[src/rtl/core/nat_pkg.sv]
// nat_pkg: shared constants, stream field layout, controller states and the
// command/status structs between nat_ctrl and nat_dpath.
// No dependencies.
`timescale 1ns / 1ps

package nat_pkg;

	// Mesh sizing
	localparam int MAX_PARTICLES = 1024;
	localparam int COORD_BITS    = 16;

	localparam int IDX_W  = $clog2(MAX_PARTICLES);
	localparam int CNT_W  = $clog2(MAX_PARTICLES + 1);
	localparam logic [CNT_W-1:0] MAX_CNT = CNT_W'(MAX_PARTICLES);

	// Squared distance and its root
	localparam int D2_W   = 2 * COORD_BITS + 2;
	localparam int SQRT_W = COORD_BITS + 1;
	localparam int REM_W  = SQRT_W + 3;
	localparam int ITER_W = $clog2(SQRT_W + 1);
	localparam logic [ITER_W-1:0] SQRT_STEPS = ITER_W'(SQRT_W);

	// Field widths on the stream ports
	localparam int POS_W  = 16;
	localparam int QIDX_W = 10;
	localparam int AIDX_W = 10;
	localparam int TLEN_W = 17;

	// Slave side: tuser = {first_of_set, action}
	localparam int S_USER_W = 2;
	localparam int U_ACTION = 0;
	localparam int U_FIRST  = 1;

	// Slave side tdata layout
	localparam int S_DATA_W = 64;
	localparam int D_POSX   = 0;
	localparam int D_POSY   = D_POSX + POS_W;
	localparam int D_POSZ   = D_POSY + POS_W;
	localparam int D_ANCH   = D_POSZ + POS_W;
	localparam int D_QIDX   = D_ANCH + 1;

	// Master side tdata = {pad, tether_length, anchor_index}
	localparam int M_DATA_W = 32;
	localparam int M_PAD_W  = M_DATA_W - AIDX_W - TLEN_W;

	// Action codes
	localparam logic ACT_LOAD  = 1'b0;
	localparam logic ACT_QUERY = 1'b1;

	typedef enum logic [2:0] {
		ST_IDLE,
		ST_ME,
		ST_SCAN,
		ST_ROOT,
		ST_EMIT
	} state_t;

	typedef struct packed {
		logic accept;
		logic me_cap;
		logic scan_run;
		logic sqrt_start;
		logic out_load;
	} cmd_t;

	typedef struct packed {
		logic q_ok;
		logic has_anchor;
		logic scan_busy;
		logic root_busy;
		logic out_free;
	} sts_t;

endpackage

[src/rtl/core/nat_ctrl.sv]
// nat_ctrl: controller state machine; owns s_tready and issues datapath commands.
// Depends on nat_pkg (state_t, cmd_t, sts_t).
`timescale 1ns / 1ps

module nat_ctrl import nat_pkg::*; (
	input  logic clk,
	input  logic arst_n,
	input  logic s_tvalid,
	output logic s_tready,
	input  sts_t sts,
	output cmd_t cmd
);

	state_t state_q;
	state_t state_nx;

	// State register
	always_ff @(posedge clk or negedge arst_n) begin
		if (!arst_n) begin
			state_q <= ST_IDLE;
		end else begin
			state_q <= state_nx;
		end
	end

	// Next state
	always_comb begin
		state_nx = state_q;
		case (state_q)
			ST_IDLE: begin
				if (s_tvalid && sts.q_ok) begin
					state_nx = sts.has_anchor ? ST_ME : ST_EMIT;
				end
			end
			ST_ME: begin
				state_nx = ST_SCAN;
			end
			ST_SCAN: begin
				if (!sts.scan_busy) begin
					state_nx = ST_ROOT;
				end
			end
			ST_ROOT: begin
				if (!sts.root_busy) begin
					state_nx = ST_EMIT;
				end
			end
			ST_EMIT: begin
				if (sts.out_free) begin
					state_nx = ST_IDLE;
				end
			end
			default: begin
				state_nx = ST_IDLE;
			end
		endcase
	end

	// Outputs
	always_comb begin
		s_tready       = (state_q == ST_IDLE);
		cmd            = '0;
		cmd.accept     = s_tvalid && (state_q == ST_IDLE);
		cmd.me_cap     = (state_q == ST_ME);
		cmd.scan_run   = (state_q == ST_SCAN);
		cmd.sqrt_start = (state_q == ST_SCAN) && !sts.scan_busy;
		cmd.out_load   = (state_q == ST_EMIT) && sts.out_free;
	end

endmodule

[config.mk]
export PLATFORM = sky130hd
export DESIGN_NAME = nat_ctrl
export DESIGN_NICKNAME = d
export VERILOG_FILES = /design/src/rtl/core/nat_pkg.sv /design/src/rtl/core/nat_ctrl.sv
export SDC_FILE = /design/constraint.sdc
export NUM_CORES = 1
export LEC_CHECK = 0
export ABC_AREA = 1
export BUFFER_PORTS_ARGS = -buffer_cell sky130_fd_sc_hd__buf_2
export CORE_AREA = 2 2 39 41
export DETAILED_ROUTE_END_ITERATION = 10
export DIE_AREA = 0 0 41 43
export HOLD_SLACK_MARGIN = 0.03
export PLACE_DENSITY = 0.44
export REMOVE_ABC_BUFFERS = 1
export SYNTH_ARGS = -nofsm -noshare
export SYNTH_HDL_FRONTEND = slang
export SYNTH_SLANG_ARGS = --single-unit
[constraint.sdc]
create_clock -name clk -period 1.2 [get_ports clk]
set_input_delay 0.12 -clock clk [delete_from_list [all_inputs] [get_ports clk]]
set_output_delay 0.12 -clock clk [all_outputs]
set_load 0.02 [all_outputs]
== Yosys cells after proc, flatten, opt, wreduce, memory -nomap -nowiden ==
Index checks and enable logic that the tools add are counted.
Word-level totals
  bits in registers: 3
  bits in latches: 0
  bits in writable memories: 0
  ROM bits: 0
  input port bits: 8
  output and inout bits: 6
  word-level logic and storage cells: 22
  memories: 0
Cells by class
  $add $sub $neg: 0
  multipliers: 0
  div/mod/pow operators: 0
  $lt $le $gt $ge: 0
  equal/unequal tests: 8
  shift operators: 0
  muxes and demuxes: 6
  bitwise logic cells: 0
  reductions and logical operators: 7
Operators by type and width (number)
  two-way mux 3 bit: 5
  case mux 3 bit (5 select lines): 1
  == test 3 x 2 -> 1 bit, second input constant: 2
  inequality test 2 bit, second input constant: 3
  logical AND 1 bit: 4
  AND reduction 4 bit: 1
  == test 3 x 1 -> 1 bit, second input constant: 1
  == test 3 bit, second input constant: 1
  zero test 3 bit: 1
  inequality test 2 x 1 -> 1 bit, second input constant: 1
  zero test 1 bit: 1

== Logic depth before layout (Yosys ltp) ==
Gate-level depths: netlist of run 1.
  depth after elaboration: 3
  depth in mapped cells: 8
  mapped depth without buffers: 7

== Worst setup path after synthesis of run 1 ==
Ideal clock, no wire load.
  kind: register to output
  from: reg state_q[1]
  to: out cmd[0] (netlist bit)
  arrival: 1.216 ns
  data required time: 1.080 ns
  setup slack: -0.136 ns
  stages on the path, launching flop included: 3
  buffers on the path: 1
  cell sequence: dfrtp_1 > clkbuf_2 > nor4_1
RTL lines
  start: declaration: line nat_ctrl.sv:14  | state_t state_q;
  start signal: assignment: line nat_ctrl.sv:22  | state_q <= state_nx;
  end: declaration: line nat_ctrl.sv:11  | output cmd_t cmd

==> results.cfg, run 1 <==
[power_and_ir_drop]
p_per_area_nw_per_um2 = 2580
max-vdd-ir-drop_mv = 0.784
total_power_w = 0.00111
p_leak_nw = 0.246

[place]
hpwl_um = 450
gp_congestion = 0.694
preCtsSetupSlack_ns = 0.138
port_buffers = 13
postPlaceCellArea_um2 = 310

[timing]
finalWorstSetupSlack_ns = -0.0740
rsz0062_at_grt = true
hold_viol_final = 0
drv_slew = 0
tightest_slew_ns = 0.188
max_freq_mhz = 785
period_share = 1.06
whs_ns = 0.178
skew_ns = 0.00202
setup_viol = 5
fin_crit_ns = 1.27
maxSlewHeadroom = 0.874

[cts]
cts.sinks = 3
numCtsBuffers = 3
htreeDepth = 1
cts_tree = done
clk_pin_slew_ns = 0.03
clock_latency_ns = 0.24
cts_root_buf = clkbuf_4
clockBufferDepth = 2

[grt]
use_met3 = 0.0314
grt_first_pass_wirelength_um = 1040
grt.met2_usage = 0.138
grt_max_degree = 6
use_met1 = 0.0942
grtUsageTotal = 0.0916
gr-max-usage-layer = met2
antenna_found_initial = 0
gr-total-overflow = 0
grt_pass1_vias = 288

[synth]
syn-mean-instance-area_um2 = 6.06
synth_cell_types = 13
syn_area_um2 = 230
syn_inst = 38
yosysWarnings = 0
ys_ff_latch = 3
ys_seq_area_frac = 0.326

[min_path]
hold_class = input pin to register
holdPathEnd = state_q[0]
min_path_cells = 3
min-delay-start = sts[1]

[floorplan]
die_h_um = 43
die-width_um = 41
core.rowCount = 14
io_pins = 14
initial_core_util = 0.166
die_area_um2 = 1760
core-area_um2 = 1380

[cells_and_area]
largest_reg_flops = 3
drive_above_1_share = 0.517
num-nets-final = 69
nFillCells = 157
stdcell_area_um2 = 429
top_regs = state_q (3)
antenna_cells = 0
top_register = state_q
syn_to_final_growth_pct = 86.4

[worst_setup_path]
reg2reg_from = state_q[1]
start_kind = register
rr_worst_depth = 7
r2r_slack_ns = 0.08
cp-end-kind = primary output
cp_max_fo = 5
crit_type = register to primary output
r2r_end = state_q[1]
cp.arrival_ns = 1.15
required_ns = 1.08

[detailed_routing]
first_iter_violations = 2
vias_per_cell = 4.21
route.vias.total = 320
ant_nets = 0
route.detailed.drc = 0
wl_um = 638
wl_per_cell_um = 8.39
firstDrtPassIters = 4

[job]
maxCapViolCount = 0

[run_status]
outcome = complete, but fails checks
violations = negative setup slack
metal layers:
metal  up-vias  share of wire
met2        13           0.53
li1        161              -
met5         -              0
met3         2          0.066
met1       144           0.38
met4         0          0.028
timing repair:
item / in CTS / in global routing
gates resized for setup: 12 / 4
endpoints found under the hold margin: 3 / 0
gates cloned: 0 / 0
pin swaps: 1 / 5
hold buffers: 1 / 0
buffers inserted: 2 / 3
setup endpoints to repair: 6 / 9
worst max-delay path by stage:
stage / start / end / slack [ns] / cells after the start
3_3_place_gp: state_q[1] / state_q[0] / 0.12 / 7
2_1_floorplan: state_q[1] / cmd[0] / -0.08 / 1
4_1_cts: state_q[2] / cmd[1] / -0.06 / 4
6_report: state_q[0] / cmd[1] / -0.07 / 4
5_1_grt: state_q[0] / cmd[1] / -0.13 / 4
3_5_place_dp: state_q[1] / cmd[0] / 0.14 / 2
logic make-up (layout without fill, tap and decap cells):
group	count (synthesis)	in the layout	synth area share
simple gates	25	25	0.489
buf+inv	8	30	0.136
flops	3	3	0.326
compound gates	2	2	0.0489
where the power goes:
group / switching [W] / internal (W) / leakage, nW
Clock: 0.0000541 / 0.000125 / 0.0150
Sequential: 0.0000591 / 0.000147 / 0.0366
Combinational: 0.000385 / 0.000336 / 0.195
synthesized netlist by cell type (all sizes together):
| master | count | share of area |
|---|---|---|
| nand2 | 14 | 0.23 |
| inv | 7 | 0.11 |
| nor2 | 6 | 0.14 |
| dfrtp | 3 | 0.33 |
| nand3 | 3 | 0.065 |
| clkbuf | 1 | 0.022 |
| nand4 | 1 | 0.027 |
| nor4 | 1 | 0.027 |
| o21ai | 1 | 0.022 |
| o22ai | 1 | 0.027 |
layout make-up:
type | instances | area, µm² | area share
clock buffers | 4 | 26.3 | 0.0612
flip-flops and latches | 3 | 77.6 | 0.181
repair buffers | 19 | 139 | 0.324
well taps | 16 | 20.0 | 0.0466
inverters | 7 | 26.3 | 0.0612
multi-input cells | 27 | 140 | 0.327
worst max-delay path, stage by stage, from the launching register on:
cell and delay [ns]:
dfrtp_2 0.44, nor2_4 0.17, nand2_2 0.09, nor2_2 0.08, buf_4 0.14
through the flow:
step	instances	utilization	setup TNS (ns)
2_1_floorplan	37	-	-0.0816
3_3_place_gp	66	0.224	0
3_5_place_dp	66	0.224	0
4_1_cts	73	0.286	-0.195
5_1_grt	76	0.310	-0.621
6_report	76	0.310	-0.257
layout by cell type, fill, tap and decap left out:
master	n
o22ai_1	1
clkbuf_4	3
nand4_1	1
nor2_2	3
o21ai_0	1
nor4_2	1
nor2_4	1
dlygate4sd3_1	1
nand2_1	12
inv_1	6
nor2_1	2
dfrtp_2	2
dfrtp_1	1
buf_4	8
nand2_2	2
buf_2	7
inv_2	1
nand3_1	3
clkbuf_1	1
buf_6	3
Note: power is estimated with default switching activity, not from simulation.
==> run 2: changes to the inputs <==
--- a/config.mk
+++ b/config.mk
@@ -11,6 +11,7 @@
 export DETAILED_ROUTE_END_ITERATION = 10
 export DIE_AREA = 0 0 41 43
 export HOLD_SLACK_MARGIN = 0.03
+export MAX_ROUTING_LAYER = met4
 export PLACE_DENSITY = 0.44
 export REMOVE_ABC_BUFFERS = 1
 export SYNTH_ARGS = -nofsm -noshare
==> results.cfg, run 2 (same netlist as run 1, synthesis figures left out) <==
[detailed_routing]
firstDrtPassIters = 4
first_iter_violations = 2
route.vias.total = 322
route.detailed.drc = 0
wl_um = 638
ant_nets = 0
vias_per_cell = 4.24
wl_per_cell_um = 8.39

[place]
gp_congestion = 0.701
hpwl_um = 450
port_buffers = 13

[worst_setup_path]
cp_top_family = flip-flops
crit_slowest_cell = dfrtp_2
cp.arrival_ns = 1.15
path_cells = nor2_4 > nand2_2 > nor2_2 > buf_4
cp_max_fo = 5
start_kind = register
cpPeakStageDelay_ns = 0.44
crit_type = register to primary output
cp-end-kind = primary output
required_ns = 1.08
crit_buf_inv = 1

[cts]
cts_root_buf = clkbuf_4
clockBufferDepth = 2
clock_latency_ns = 0.24
cts_tree = done
numCtsBuffers = 3
cts.sinks = 3
htreeDepth = 1
clk_pin_slew_ns = 0.03

[cells_and_area]
top_register = state_q
final-seq-area_um2 = 77.6
multi_input_area_um2 = 140
antenna_cells = 0
top_regs = state_q (3)
nFillCells = 157
syn_to_final_growth_pct = 86.4
largest_reg_flops = 3
layout_common_cells = nand2_1 (12), buf_4 (8), buf_2 (7)
drive_above_1_share = 0.517
final_common_cell = nand2_1
num-nets-final = 69

[grt]
grt_first_pass_wirelength_um = 1040
antenna_found_initial = 0
grt_pass1_vias = 288
grtUsageTotal = 0.0939
grt_max_degree = 6
gr-total-overflow = 0

[floorplan]
io_pins = 14
die_h_um = 43
die_area_um2 = 1760
initial_core_util = 0.166
core-area_um2 = 1380
core.rowCount = 14
die-width_um = 41

[job]
maxCapViolCount = 0

[timing]
skew_ns = 0.00205
tightest_slew_ns = 0.188
drv_slew = 0
max_freq_mhz = 785
rsz0062_at_grt = true
hold_viol_final = 0
finalWorstSetupSlack_ns = -0.0742
maxSlewHeadroom = 0.874
setup_tns_ns = -0.258
setup_viol = 5
period_share = 1.06
fin_crit_ns = 1.27
whs_ns = 0.177

[run_status]
outcome = complete, but fails checks
violations = negative setup slack

[power_and_ir_drop]
p_leak_nw = 0.246
p_per_area_nw_per_um2 = 2580
max-vdd-ir-drop_mv = 0.784

[min_path]
hold_class = input pin to register
==> run 2: cell counts in the layout (fill, tap and decap cells not counted) <==
No cell type changed its count.
==> run 2: worst paths after layout <==
kind	slack (ns)	to	from	cells after the start
max in group asynchronous	0.88	state_q[0]	arst_n	2
hold reg to reg	0.64	state_q[0]	state_q[1]	2
min in group asynchronous	0.21	state_q[1]	arst_n	2
setup / recovery	-0.07	cmd[1]	state_q[0]	4
hold / removal	0.18	state_q[0]	sts[1]	3
setup reg to reg	0.08	state_q[1]	state_q[1]	7
==> run 2: area by class of cell <==
| cell class | instances | share of cell area |
|---|---|---|
| Multi-Input combinational cell | 27 | 0.327 |
| Clock buffer | 4 | 0.0612 |
| Tap cell | 16 | 0.0466 |
| Inverter | 7 | 0.0612 |
| Timing Repair Buffer | 19 | 0.324 |
| Sequential cell | 3 | 0.181 |
==> run 2: power breakdown <==
part	switching, W	total (W)	internal, W
combinational	0.000385	0.000722	0.000336
sequential	0.0000591	0.000206	0.000147
clock	0.0000543	0.000179	0.000125
total	0.000499	0.00111	0.000608
==> run 2: what timing repair did <==
| item | CTS | global route |
|---|---|---|
| resized for setup | 12 | 4 |
| hold buffers | 1 | 0 |
| pin swaps | 1 | 5 |
| endpoints found under the setup margin | 6 | 9 |
| setup buffers | 2 | 3 |
| hold endpoints to repair | 3 | 0 |
==> run 2: worst register-to-register path, cell delays in order, from the launching register on <==
cell,delay (ns)
dfrtp_2,0.43
buf_4,0.15
nor2_1,0.09
nand3_1,0.09
nand2_1,0.10
nor2_2,0.06
nand2_1,0.06
nand2_1,0.05
==> run 2: layer usage <==
layer | wire length, µm | up-vias | GRT usage
met5 | 0 | - | -
met4 | 16 | 0 | 0.0800
met3 | 43 | 4 | 0.0314
met2 | 336 | 13 | 0.138
met1 | 241 | 144 | 0.0942
li1 | - | 161 | -
==> run 2: per-stage QoR <==
stage,total power (W),area [µm²],instances,setup WS [ns],util
2_1_floorplan,0.000561,225,37,-0.0816,-
3_3_place_gp,0.000703,310,66,0.120,0.224
3_5_place_dp,0.000697,310,66,0.138,0.224
4_1_cts,0.00101,395,73,-0.0636,0.286
5_1_grt,0.00119,429,76,-0.134,0.310
6_report,0.00111,429,76,-0.0742,0.310
==> run 3: changes to the inputs <==
--- a/config.mk
+++ b/config.mk
@@ -5,14 +5,14 @@
 export SDC_FILE = /design/constraint.sdc
 export NUM_CORES = 1
 export LEC_CHECK = 0
-export ABC_AREA = 1
+export ABC_AREA = 0
 export BUFFER_PORTS_ARGS = -buffer_cell sky130_fd_sc_hd__buf_2
 export CORE_AREA = 2 2 39 41
 export DETAILED_ROUTE_END_ITERATION = 10
 export DIE_AREA = 0 0 41 43
-export HOLD_SLACK_MARGIN = 0.03
+export HOLD_SLACK_MARGIN = 0.02
 export MAX_ROUTING_LAYER = met4
-export PLACE_DENSITY = 0.44
+export PLACE_DENSITY = 0.42
 export REMOVE_ABC_BUFFERS = 1
 export SYNTH_ARGS = -nofsm -noshare
 export SYNTH_HDL_FRONTEND = slang
==> results.cfg, run 3 <==
[run_status]
outcome = complete, but fails checks
violations = negative setup slack

[synth]
async_reset_ff_frac = 1.00
yosys-top-cells-count = nor2_1 (4), dfrtp_1 (3), a21oi_1 (2), nand2_1 (2)
synth_enable_flop_cells = 0
syn_inst = 25
synthTopCellsByArea = dfrtp_1 (36%), nor2_1 (7.1%), nor3b_2 (5.9%)
synth_top_area_frac = 0.355
synth_ff_type = dfrtp_1
yosysWarnings = 0
syn-mean-instance-area_um2 = 8.46
yosysMostFrequentCell = nor2_1
synth.largest_area_cell = dfrtp_1
ys_seq_area_frac = 0.355
synth_cell_types = 18
ys_ff_latch = 3
syn_area_um2 = 211

[cells_and_area]
drive_above_1_share = 0.745
top_regs = state_q (3)
stdcell_area_um2 = 469
final_common_cell = buf_4
nFillCells = 152
num-nets-final = 60
antenna_cells = 0
largest_reg_flops = 3
top_register = state_q
layout_common_cells = buf_4 (9), buf_2 (8), buf_6 (5)
syn_to_final_growth_pct = 122

[worst_setup_path]
cp-end-kind = primary output
crit_slowest_cell = dfrtp_2
cpPeakStageDelay_ns = 0.42
crit_type = register to primary output
cp.arrival_ns = 1.27
required_ns = 1.08
start_kind = register
cp_top_family = simple AND/OR/NAND/NOR gates
path_cells = or2_4 > nor2_4 > and2_4 > buf_6
cp_max_fo = 5
crit_buf_inv = 1

[place]
port_buffers = 13
hpwl_um = 417
preCtsSetupSlack_ns = 0.0457
postPlaceCellArea_um2 = 307
gp_congestion = 0.645

[detailed_routing]
ant_nets = 0
wl_um = 640
route.detailed.drc = 0
first_iter_violations = 0
vias_per_cell = 4.16
firstDrtPassIters = 1
route.vias.total = 279
wl_per_cell_um = 9.55

[grt]
antenna_found_initial = 0
grt_pass1_vias = 221
gr-total-overflow = 0
grt_max_degree = 6
grt_first_pass_wirelength_um = 841
grtUsageTotal = 0.0836

[power_and_ir_drop]
p_per_area_nw_per_um2 = 2730
max-vdd-ir-drop_mv = 0.904
total_power_w = 0.00128
p_leak_nw = 0.221

[cts]
numCtsBuffers = 3
clk_pin_slew_ns = 0.04
cts_root_buf = clkbuf_4
cts.sinks = 3
clockBufferDepth = 2
htreeDepth = 1
clock_latency_ns = 0.23
cts_tree = done

[timing]
max_freq_mhz = 720
setup_viol = 7
skew_ns = 0.00205
hold_viol_final = 0
finalWorstSetupSlack_ns = -0.188
maxSlewHeadroom = 0.885
tightest_slew_ns = 0.171
period_share = 1.16
rsz0062_at_grt = true
drv_slew = 0
fin_crit_ns = 1.39

[floorplan]
initial_core_util = 0.153
core-area_um2 = 1380
die-width_um = 41
core.rowCount = 14
io_pins = 14
die_h_um = 43
die_area_um2 = 1760

[job]
maxCapViolCount = 0

[min_path]
hold_class = input pin to register
-- run 3: cell families (layout without fill, tap and decap cells) --
| group | Yosys count | after routing | share of synthesized area |
|---|---|---|---|
| DFF | 3 | 3 | 0.355 |
| buffers and inverters | 1 | 27 | 0.0236 |
| AOI/OAI and AO/OA | 5 | 5 | 0.172 |
| and+or+nand+nor | 16 | 16 | 0.450 |
-- run 3: power by group --
part / switching [W] / internal (W)
Sequential: 0.0000677 / 0.000154
Clock: 0.0000513 / 0.000125
Combinational: 0.000373 / 0.000511
-- run 3: layout make-up --
cell class | instances | area [µm²] | area share
tap | 16 | 20.0 | 0.0427
timing repair buffer | 23 | 174 | 0.371
sequential | 3 | 78.8 | 0.168
multi-input combinational | 21 | 170 | 0.363
clock buffer | 4 | 26.3 | 0.0560
-- run 3: final timing paths --
path                            slack [ns]       start    endpoint  cells after the start
min in group asynchronous             0.20      arst_n  state_q[0]                      2
worst max-delay path                 -0.19  state_q[0]      cmd[4]                      4
worst min register to register        0.62  state_q[2]  state_q[0]                      2
worst min-delay path                  0.17      sts[3]  state_q[0]                      3
worst max register to register       -0.02  state_q[0]  state_q[2]                      4
max in group asynchronous             0.88      arst_n  state_q[2]                      2
-- run 3: per-stage QoR --
step / util / hold WS, ns / TNS, ns / instances
after floorplan: - / -0.176 / -0.214 / 24
after global placement: 0.222 / -0.0811 / 0 / 55
after detailed placement: 0.222 / -0.0823 / 0 / 55
after CTS: 0.288 / 0.164 / -0.725 / 64
after global routing: 0.339 / 0.163 / -1.18 / 67
final: 0.339 / 0.173 / -0.704 / 67
-- run 3: repair_timing --
item,4_1_cts,5_1_grt
resized for setup,8,14
buffers inserted,4,3
hold endpoints to repair,3,0
pin swaps,3,2
hold buffers,1,0
setup endpoints to repair,6,7
-- run 3: worst reg2reg max path, delay by kind of cell, from the launching register on --
kind / cells / cell delay [ns]
simple gates: 1 / 0.27
flops: 1 / 0.42
compound gates: 2 / 0.30
buf+inv: 1 / 0.14
-- run 3: layer usage --
layer  share of wire  wire [µm]  vias to the layer above  global-route usage
met3           0.094         60                        0              0.0628
li1                -          -                      141                   -
met2            0.53        337                       11               0.125
met4               0          0                        0              0.0600
met5               0          0                        -                   -
met1            0.38        242                      127              0.0649
